--- config.mk ---
export PLATFORM = sky130hd
export DESIGN_NAME = console_line_editor_flat
export DESIGN_NICKNAME = d
export VERILOG_FILES = /design/src/hdl/cle_pkg.sv /design/src/hdl/cle_if.sv /design/src/hdl/cle_cell.sv /design/src/hdl/console_line_editor.sv /design/src/flat_wrapper.sv
export VERILOG_INCLUDE_DIRS = /design/src /design/src/hdl
export SDC_FILE = /design/constraint.sdc
export NUM_CORES = 1
export LEC_CHECK = 0
export BUFFER_PORTS_ARGS = -buffer_cell sky130_fd_sc_hd__buf_2
export CORE_MARGIN = 4
export CORE_UTILIZATION = 51
export DETAILED_ROUTE_END_ITERATION = 6
export PLACE_DENSITY_LB_ADDON = 0.25
export SYNTH_ARGS = -nofsm -noshare
export SYNTH_HDL_FRONTEND = slang
export SYNTH_SLANG_ARGS = --single-unit
--- constraint.sdc ---
create_clock -name clk -period 2.85 [get_ports clk]
set_input_delay 0.4275 -clock clk [delete_from_list [all_inputs] [get_ports clk]]
set_output_delay 0.4275 -clock clk [all_outputs]
set_load 0.03 [all_outputs]
--- src/hdl/console_line_editor_defines.svh ---
// assertion macros shared by the console line editor
`ifndef CONSOLE_LINE_EDITOR_DEFINES_SVH
`define CONSOLE_LINE_EDITOR_DEFINES_SVH

// same-cycle implication, disabled while in reset
`define CLE_ASSERT_NOW(lbl, clk, rst_n, ante, cons) \
    lbl: assert property (@(posedge clk) disable iff (!rst_n) (ante) |-> (cons)) \
        else $error("console line editor: same-cycle check failed");

// next-cycle implication, disabled while in reset
`define CLE_ASSERT_NEXT(lbl, clk, rst_n, ante, cons) \
    lbl: assert property (@(posedge clk) disable iff (!rst_n) (ante) |=> (cons)) \
        else $error("console line editor: next-cycle check failed");

`endif

--- src/hdl/cle_pkg.sv ---
// shared types and byte codes of the console line editor
package cle_pkg;

    localparam logic [7:0] CH_BS    = 8'h08;
    localparam logic [7:0] CH_LF    = 8'h0A;
    localparam logic [7:0] CH_CR    = 8'h0D;
    localparam logic [7:0] CH_CTRLX = 8'h18;
    localparam logic [7:0] CH_CTRLC = 8'h03;
    localparam logic [7:0] CH_DEL   = 8'h7F;
    localparam logic [7:0] CH_SPACE = 8'h20;

    localparam logic [1:0] KIND_ECHO  = 2'd0;
    localparam logic [1:0] KIND_CHAR  = 2'd1;
    localparam logic [1:0] KIND_END   = 2'd2;
    localparam logic [1:0] KIND_ABORT = 2'd3;

    typedef struct packed {
        logic load;
        logic shift;
    } cell_ctrl_t;

endpackage

--- src/hdl/cle_if.sv ---
// valid/ready channels carrying received bytes and result words
interface cle_in_if;
    logic       valid;
    logic       ready;
    logic [7:0] rx_byte;

    modport source (output valid, output rx_byte, input ready);
    modport sink (input valid, input rx_byte, output ready);
endinterface

interface cle_out_if;
    logic       valid;
    logic       ready;
    logic [1:0] kind;
    logic [7:0] data_byte;
    logic       last;

    modport source (output valid, output kind, output data_byte, output last, input ready);
    modport sink (input valid, input kind, input data_byte, input last, output ready);
endinterface

--- src/hdl/cle_cell.sv ---
// one character cell of the line store chain
module cle_cell #(
    parameter int INDEX = 0,
    parameter int CNT_W = 4
) (
    input  logic               clk,
    input  cle_pkg::cell_ctrl_t ctrl,
    input  logic [CNT_W-1:0]   count,
    input  logic [7:0]         load_byte,
    input  logic [7:0]         next_byte,
    output logic [7:0]         char_byte
);

    logic [7:0] data_reg;

    // shift towards the head wins; load only at the tail slot
    always_ff @(posedge clk)
    begin
        if (ctrl.shift)
        begin
            data_reg <= next_byte;
        end
        else if (ctrl.load && (count == CNT_W'(INDEX)))
        begin
            data_reg <= load_byte;
        end
    end

    assign char_byte = data_reg;

endmodule

--- src/hdl/console_line_editor.sv ---
// console line editor: chain of character cells with a result sequencer
// a byte that yields result words moves the sequencer out of idle on accept,
// and the state it enters pushes the first of them into the output register;
// no new byte is taken until the last is pushed, and tx.ready stalls hold it
// reset: rst_n asynchronous active low clears fill count, sequencer and output valid
// the line store cells are not cleared; only written slots are ever read
module console_line_editor #(
    parameter int LINE_CAPACITY = 14
) (
    input  logic      clk,
    input  logic      rst_n,
    cle_in_if.sink    rx,
    cle_out_if.source tx
);

`include "console_line_editor_defines.svh"

    localparam int CNT_W = $clog2(LINE_CAPACITY + 1);
    localparam logic [CNT_W-1:0] LAST_SLOT = CNT_W'(LINE_CAPACITY - 1);

    // one-hot sequencer states
    typedef enum logic [4:0] {
        ST_IDLE  = 5'b00001,
        ST_ECHO  = 5'b00010,
        ST_LINE  = 5'b00100,
        ST_END   = 5'b01000,
        ST_ABORT = 5'b10000
    } state_t;

    state_t           state_reg, state_next;
    logic [CNT_W-1:0] cnt_reg, cnt_next;
    logic [1:0]       ech_left_reg, ech_left_next;
    logic             line_after_reg, line_after_next;
    logic [7:0]       ech0_reg, ech0_next;
    logic [7:0]       ech1_reg, ech1_next;
    logic [7:0]       ech2_reg, ech2_next;

    logic             out_valid_reg, out_valid_next;
    logic [1:0]       out_kind_reg, out_kind_next;
    logic [7:0]       out_data_reg, out_data_next;
    logic             out_last_reg, out_last_next;

    // push side of the output register
    logic             push_en;
    logic             push;
    logic [1:0]       push_kind;
    logic [7:0]       push_data;
    logic             push_last;
    logic             accept;

    cle_pkg::cell_ctrl_t cell_ctrl;
    logic [7:0]          cell_q [LINE_CAPACITY];

    // character chain: head cell 0 feeds the output, each cell takes its
    // upper neighbour on a shift, the tail slot given by the count loads
    genvar gi;
    generate
        for (gi = 0; gi < LINE_CAPACITY; gi++)
        begin : g_cell
            logic [7:0] nb;
            if (gi == LINE_CAPACITY - 1)
            begin : g_tail
                assign nb = 8'h00;
            end
            else
            begin : g_mid
                assign nb = cell_q[gi+1];
            end

            cle_cell #(
                .INDEX (gi),
                .CNT_W (CNT_W)
            ) u_cell (
                .clk       (clk),
                .ctrl      (cell_ctrl),
                .count     (cnt_reg),
                .load_byte (rx.rx_byte),
                .next_byte (nb),
                .char_byte (cell_q[gi])
            );
        end
    endgenerate

    assign rx.ready = (state_reg == ST_IDLE);
    assign accept   = rx.valid && rx.ready;
    // output register free or being drained this cycle
    assign push_en  = !out_valid_reg || tx.ready;

    always_comb
    begin
        state_next      = state_reg;
        cnt_next        = cnt_reg;
        ech_left_next   = ech_left_reg;
        line_after_next = line_after_reg;
        ech0_next       = ech0_reg;
        ech1_next       = ech1_reg;
        ech2_next       = ech2_reg;
        cell_ctrl       = '0;
        push            = 1'b0;
        push_kind       = cle_pkg::KIND_ECHO;
        push_data       = 8'h00;
        push_last       = 1'b0;

        case (state_reg)
            ST_IDLE:
            begin
                if (accept)
                begin
                    case (rx.rx_byte)
                        cle_pkg::CH_BS:
                        begin
                            // backspace on an empty line does nothing
                            if (cnt_reg != '0)
                            begin
                                cnt_next        = cnt_reg - CNT_W'(1);
                                ech0_next       = cle_pkg::CH_BS;
                                ech1_next       = cle_pkg::CH_SPACE;
                                ech2_next       = cle_pkg::CH_BS;
                                ech_left_next   = 2'd3;
                                line_after_next = 1'b0;
                                state_next      = ST_ECHO;
                            end
                        end
                        cle_pkg::CH_CR, cle_pkg::CH_LF:
                        begin
                            state_next = (cnt_reg == '0) ? ST_END : ST_LINE;
                        end
                        cle_pkg::CH_CTRLX:
                        begin
                            cnt_next        = '0;
                            ech0_next       = cle_pkg::CH_CR;
                            ech1_next       = cle_pkg::CH_LF;
                            ech_left_next   = 2'd2;
                            line_after_next = 1'b0;
                            state_next      = ST_ECHO;
                        end
                        cle_pkg::CH_CTRLC, cle_pkg::CH_DEL:
                        begin
                            cnt_next   = '0;
                            state_next = ST_ABORT;
                        end
                        default:
                        begin
                            // ordinary byte: store at the tail, echo it,
                            // flush the line if that filled the store
                            cell_ctrl.load  = 1'b1;
                            cnt_next        = cnt_reg + CNT_W'(1);
                            ech0_next       = rx.rx_byte;
                            ech_left_next   = 2'd1;
                            line_after_next = (cnt_reg == LAST_SLOT);
                            state_next      = ST_ECHO;
                        end
                    endcase
                end
            end
            ST_ECHO:
            begin
                if (push_en)
                begin
                    push          = 1'b1;
                    push_kind     = cle_pkg::KIND_ECHO;
                    push_data     = ech0_reg;
                    push_last     = (ech_left_reg == 2'd1) && !line_after_reg;
                    ech0_next     = ech1_reg;
                    ech1_next     = ech2_reg;
                    ech_left_next = ech_left_reg - 2'd1;
                    if (ech_left_reg == 2'd1)
                    begin
                        state_next = line_after_reg ? ST_LINE : ST_IDLE;
                    end
                end
            end
            ST_LINE:
            begin
                // count doubles as the emit counter; head cell leaves each word
                if (push_en)
                begin
                    push            = 1'b1;
                    push_kind       = cle_pkg::KIND_CHAR;
                    push_data       = cell_q[0];
                    cell_ctrl.shift = 1'b1;
                    cnt_next        = cnt_reg - CNT_W'(1);
                    if (cnt_reg == CNT_W'(1))
                    begin
                        state_next = ST_END;
                    end
                end
            end
            ST_END:
            begin
                if (push_en)
                begin
                    push       = 1'b1;
                    push_kind  = cle_pkg::KIND_END;
                    push_last  = 1'b1;
                    state_next = ST_IDLE;
                end
            end
            ST_ABORT:
            begin
                if (push_en)
                begin
                    push       = 1'b1;
                    push_kind  = cle_pkg::KIND_ABORT;
                    push_last  = 1'b1;
                    state_next = ST_IDLE;
                end
            end
            default:
            begin
                state_next = ST_IDLE;
            end
        endcase
    end

    // output register: load on push, drop valid once taken
    always_comb
    begin
        out_valid_next = out_valid_reg;
        out_kind_next  = out_kind_reg;
        out_data_next  = out_data_reg;
        out_last_next  = out_last_reg;
        if (push)
        begin
            out_valid_next = 1'b1;
            out_kind_next  = push_kind;
            out_data_next  = push_data;
            out_last_next  = push_last;
        end
        else if (tx.ready)
        begin
            out_valid_next = 1'b0;
        end
    end

    always_ff @(posedge clk or negedge rst_n)
    begin
        if (!rst_n)
        begin
            state_reg      <= ST_IDLE;
            cnt_reg        <= '0;
            ech_left_reg   <= '0;
            line_after_reg <= 1'b0;
            out_valid_reg  <= 1'b0;
        end
        else
        begin
            state_reg      <= state_next;
            cnt_reg        <= cnt_next;
            ech_left_reg   <= ech_left_next;
            line_after_reg <= line_after_next;
            out_valid_reg  <= out_valid_next;
        end
    end

    always_ff @(posedge clk)
    begin
        ech0_reg     <= ech0_next;
        ech1_reg     <= ech1_next;
        ech2_reg     <= ech2_next;
        out_kind_reg <= out_kind_next;
        out_data_reg <= out_data_next;
        out_last_reg <= out_last_next;
    end

    assign tx.valid     = out_valid_reg;
    assign tx.kind      = out_kind_reg;
    assign tx.data_byte = out_data_reg;
    assign tx.last      = out_last_reg;

    // fill count never passes the store size
    `CLE_ASSERT_NOW(a_cnt_bound, clk, rst_n, 1'b1, cnt_reg <= CNT_W'(LINE_CAPACITY))
    // line emission only runs with characters left in the chain
    `CLE_ASSERT_NOW(a_line_cnt, clk, rst_n, state_reg == ST_LINE, cnt_reg != '0)
    // the final word of a byte hands the sequencer back to idle
    `CLE_ASSERT_NEXT(a_last_idle, clk, rst_n, push && push_last, state_reg == ST_IDLE)
    // a pushed word is never lost: output register holds it next cycle
    `CLE_ASSERT_NEXT(a_push_held, clk, rst_n, push, out_valid_reg)

endmodule
--- src/flat_wrapper.sv ---
// flat-port wrapper written by rule: the top's interface ports become plain ports
module console_line_editor_flat 
#(
    parameter int LINE_CAPACITY = 14
)
  (clk, rst_n, rx_valid, rx_rx_byte, rx_ready, tx_valid, tx_kind, tx_data_byte, tx_last, tx_ready);
  cle_in_if rx_i ();
  cle_out_if tx_i ();
  input  logic clk;
  input  logic rst_n;
  input wire logic [$bits(rx_i.valid)-1:0] rx_valid;
  input wire logic [$bits(rx_i.rx_byte)-1:0] rx_rx_byte;
  output wire logic [$bits(rx_i.ready)-1:0] rx_ready;
  output wire logic [$bits(tx_i.valid)-1:0] tx_valid;
  output wire logic [$bits(tx_i.kind)-1:0] tx_kind;
  output wire logic [$bits(tx_i.data_byte)-1:0] tx_data_byte;
  output wire logic [$bits(tx_i.last)-1:0] tx_last;
  input wire logic [$bits(tx_i.ready)-1:0] tx_ready;
  assign rx_i.valid = rx_valid;
  assign rx_i.rx_byte = rx_rx_byte;
  assign rx_ready = rx_i.ready;
  assign tx_valid = tx_i.valid;
  assign tx_kind = tx_i.kind;
  assign tx_data_byte = tx_i.data_byte;
  assign tx_last = tx_i.last;
  assign tx_i.ready = tx_ready;
  console_line_editor #(.LINE_CAPACITY(LINE_CAPACITY)) u_core (.clk(clk), .rst_n(rst_n), .rx(rx_i), .tx(tx_i));
endmodule
After elaboration in Yosys (flattened, before gate mapping). Cells that the tools add are included.

Add/subtract/negate cells: 3. Equality and inequality tests: 36. Multiplexer cells: 76. Bitwise operators: 1. Reductions and logical operators: 49.

Operators with widths (count): $mux W8 (34); $pmux W8 S2 (4); $mux W5 (7); $reduce_bool A2 Y1 (16); $eq A4 B4 Y1 const B (6); $eq A8 B4 Y1 const B (3); $pmux W8 S3 (1); $pmux W5 S4 (1); $eq A4 B3 Y1 const B (4); $logic_and A1 B1 Y1 (16); $mux W4 (4); $pmux W5 S3 (1); $reduce_and A5 Y1 (3); $ne A2 B1 Y1 const B (6); $pmux W2 S3 (2); $pmux W4 S3 (1); $mux W1 (11); $mux W2 (5); $eq A4 B2 Y1 const B (2); $eq A8 B2 Y1 const B (1); $eq A8 B5 Y1 const B (1); $eq A8 B7 Y1 const B (1); $pmux W4 S2 (1); $reduce_or A4 Y1 (2); other kinds (26) (32).

Bits in registers: 152. Input port bits: 12. Output and inout bits: 13.

Logic depth before layout (Yosys ltp).
Depth in word-level cells: 8. Mapped depth: 8. Mapped depth without buffers: 6.

Modules after synthesis. From an unflattened synthesis, not the netlist that was laid out.

Cell total of the unflattened synthesis: 439. Area total of the unflattened synthesis: 7389.6 sq um.

By module, submodules not included: console_line_editor (instances 1, cells an instance 173, area an instance 1949.4 sq um, sequential area each 987.2 sq um); cle_cell at u_core.g_cell[10].u_cell ... (instances 4, cells an instance 19, area an instance 387.9 sq um, sequential area each 240.2 sq um); cle_cell at u_core.g_cell[11].u_cell ... (instances 3, cells an instance 19, area an instance 389.1 sq um, sequential area each 240.2 sq um); cle_cell at u_core.g_cell[0].u_cell ... (instances 3, cells an instance 19, area an instance 386.6 sq um, sequential area each 240.2 sq um); cle_cell at u_core.g_cell[1].u_cell ... (instances 2, cells an instance 19, area an instance 395.4 sq um, sequential area each 240.2 sq um); cle_cell at u_core.g_cell[4].u_cell ... (instances 2, cells an instance 19, area an instance 385.4 sq um, sequential area each 240.2 sq um).

Least setup slack after synthesis. No wires, ideal clock.

Path type: in2reg. Start point: input rx_rx_byte[2]. End point: register u_core.g_cell[0].u_cell.data_reg[0] (enable). Library setup time: 0.384 ns. Data arrival time: 2.217 ns. Required time: 2.466 ns. Path slack: 0.249 ns. Stages on the path: 6. Path buffers: 1. Path through: clkbuf_1 -> and3b_1 -> o211a_1 -> nor4_4 -> nand2_1 -> o21ai_0.

Cells in the longest elaborated chain, start to end: 7. Elaborated cells on any way between the ends: 12. Classes of those cells: eq/ne (6); mux (3); reduce/logical (3).

Ends and longest elaborated chain: start, declared (line flat_wrapper.sv:12) `input wire logic [$bits(rx_i.rx_byte)-1:0] rx_rx_byte;`; $eq A8 B5 Y1, or another cell as far along (line console_line_editor.sv:109) `case (rx.rx_byte)`; $reduce_or A6 Y1 (no source line) (*); $mux W1 (*) (line console_line_editor.sv:109); $mux W1 (*) (line console_line_editor.sv:107) `if (accept)`; $mux W1 (*) (line console_line_editor.sv:104) `case (state_reg)`; $logic_and A1 B1 Y1 (*) (line cle_cell.sv:23) `else if (ctrl.load && (count == CNT_W'(INDEX)))`; $reduce_bool A2 Y1 (no source line) (*); end signal, assigned (line cle_cell.sv:21) `data_reg <= next_byte;`; end signal, assigned (line cle_cell.sv:25) `data_reg <= load_byte;`; end, declared (line cle_cell.sv:14) `logic [7:0] data_reg;`.

Mark *: on every way between the ends. The rest lies on a longest branch, timed or not. A chain may end at the register's enable or synchronous reset.

Final worst setup path.
Start point: register u_core.state_reg[4]. End point: register u_core.g_cell[10].u_cell.data_reg[2], data pin.

Cells in the longest elaborated chain, start to end: 3.

Ends and longest elaborated chain: start, declared (line console_line_editor.sv:30) `state_t state_reg, state_next;`; start signal, assigned (line console_line_editor.sv:248) `state_reg <= state_next;`; $eq A5 B3 Y1 (line console_line_editor.sv:104); $mux W1 (line console_line_editor.sv:104); $mux W8 (line cle_cell.sv:19) `if (ctrl.shift)`; end signal, assigned (line cle_cell.sv:21); end signal, assigned (line cle_cell.sv:25); end, declared (line cle_cell.sv:14).

Every way passes these cells.

==> out/metrics.yaml <==
cells_and_area:
  multi_input_area_sq_um: 2016
  largest_register_ffs: 112
  nFillCells: 982
  final_util_pct: 61.69
  final_nets: 620
  fin_cells: 783
  syn_to_final_growth_pct: 16.39
  seq_area_sq_um: 4270
  diodes: 0
  design_area_sq_um: 7533
  drive_gt1_share_pct: 15.28
placement:
  placedCellCount: 750
  dp_hpwl_mm: 9.149
  portBuffers: 24
  gp_congestion: 0.9763
  dp_slack_ns: 0.3018
  place_area_sq_um: 6862
sta:
  finalSetupViolCount: 0
  period_share_pct: 89.38
  slew_viol_final: 0
  worst_pin_slew_ns: 0.5704
  relSlewSlack_pct: 61.97
  rsz0062_at_grt: "no"
  layout_setup_ws_ns: 0.3027
  min_period_ns: 2.547
  hold_slack_ns: 0.4106
  hold_viol: 0
  fmax_ghz: 0.3926
  finalSetupTns_ns: 0
  fin_skew_ns: 0.007782
drt:
  drtIter0Drc: 403
  viasPerCell: 5.480
  wl_per_cell_um: 17.11
  postRouteAntennaNets: 0
  drt_pre_antenna_iters: 5
  vias: 4291
  totalWireLength_mm: 13.40
  route.detailed.drc: 0
synth:
  avgSynthCellArea_sq_um: 11.42
  muxShareOfSynthArea_pct: 2.358
  seq_area_frac_synth_pct: 65.98
  synth_cells: 567
  synth-async-reset-ratio_pct: 8.844
  synth-seq-cells: 147
  yosysWarnings: 0
  synth_top_area_share_pct: 58.46
  synth_top_family_by_area: "simple AND/OR/NAND/NOR gates"
  synth.most_common_cell: "nand2_1"
  synth_xor_area_share_pct: 0.4060
  yosys.area_share.simple_pct: 19.10
  syn-num-nets: 585
  synth_largest_area_cell: "edfxtp_1"
  synth_edf_count: 126
  syn-cell-area_sq_um: 6472
  synth_compound_area_share_pct: 8.042
  ys_types: 56
  synth_fa_ha_area_share_pct: 1.160
  synthTopCellsByArea: "edfxtp_1, nand2_1, dfrtp_1"
  ys_top_cells_by_count: "nand2_1, edfxtp_1, a21o_1, buf_2, nor2_1"
  synthFlopType: "edfxtp_1"
setup_path:
  crit_path_end_kind: "flop"
  start_kind: "flop"
  path_class: "flop to flop"
  arrival_ns: 2.71
  path_max_fanout: 13
  cp.required_ns: 3.01
floorplan:
  dieArea_sq_um: 14560
  fp-row-count: 40
  start_util_pct: 53.00
  die_h_um: 120.7
  dieWidth_um: 120.7
  core_area_sq_um: 12210
  io_pins: 25
clock_tree:
  tritoncts: "built"
  cts_made_buffers: 17
  clk_pin_slew_ns: 0.06
  numClockSinks: 147
  clock_path_buffers: 2
  clk_latency_ns: 0.42
  ctsRootBufferMaster: "clkbuf_16"
  cts_setup_buffers: 0
  htree_levels: 4
grt:
  antenna_found_initial: 0
  grt_pass1_vias: 4315
  grt_usage_pct: 20.02
  grt_max_degree: 43
  overflow: 0
  grt_pass1_wl_mm: 22.21
power:
  p_per_area_nw_per_um2: 867.3
  ir_drop_uv: 500.3
  p_leak_nw: 3.097
  power_mw: 6.534
run_status:
  status: "finished, final reports clean"
hold_path:
  hp-class: "input pin to flop"
flow_run:
  cap_violations: 0
## worst paths after layout
| check | start | to | slack [ns] | cells after the start |
|---|---|---|---|---|
| max in group asynchronous | rst_n | u_core.state_reg[0] | 2.10 | 2 |
| min in group asynchronous | rst_n | u_core.cnt_reg[3] | 0.45 | 2 |
| setup / recovery | u_core.state_reg[4] | u_core.g_cell[10].u_cell.char_byte[2] | 0.30 | 6 |
| hold reg to reg | u_core.g_cell[13].u_cell.char_byte[4] | u_core.g_cell[13].u_cell.char_byte[4] | 0.46 | 2 |
| setup reg to reg | u_core.state_reg[4] | u_core.g_cell[10].u_cell.char_byte[2] | 0.30 | 6 |
| hold / removal | tx_ready | u_core.tx.kind[1] | 0.41 | 3 |
## per-layer routing
| layer | part of all wire (%) | track usage (%) |
|---|---|---|
| met4 | 1.0 | 7.436 |
| met1 | 43 | 25.37 |
| met3 | 5.1 | 5.847 |
| met2 | 51 | 32.73 |
| met5 | 0 | 0 |
## final cells by class
class,count,area share (%)
clock buffers,17,5.647
well taps,168,2.790
inverters,10,0.4983
clock inverters,15,3.139
repair buffers,51,4.484
flip-flops and latches,147,56.68
multi-input cells,375,26.76
## cell families after synthesis
group                    count (synthesis)
multiplexers                            15
adder cells (fa/ha/maj)                  6
AO/OA/AOI/OAI                           70
flip-flops                             147
buffers and inverters                   45
XOR/XNOR                                 3
AND/OR/NAND/NOR                        281
## report_power, final
part	internal, mW	switching, mW
clock network	1.63	0.852
logic	0.408	0.783
registers	2.70	0.158
## worst max-delay path, cell delays in order, from the launching register on
cell and delay, ns:
dfrtp_1 0.48, nor4_2 0.51, and2_1 0.34, nand2_1 0.35, nand2_1 0.23, buf_4 0.28, nand2_1 0.10
## repair_timing
item | CTS | global route
setup endpoints to repair | 0 | 0
hold buffers | 1 | 0
hold endpoints to repair | 12 | 0
resized for setup | 0 | 0
## layout by cell type, fill, tap and decap left out, types with 4 or more instances in the layout
cell type     n
nand2_1     220
and2_1        4
clkbuf_16    17
clkinvlp_4    4
o21ai_0       9
bufinv_16     6
nor2_1       18
dfxtp_1       8
nor3_1        5
a21oi_1       7
buf_4        25
inv_1        10
ha_1          6
a22o_1        9
dfrtp_1      12
edfxtp_1    126
buf_2        24
mux2i_1      13
a21o_1       23
(Power assumes the default switching activity.)
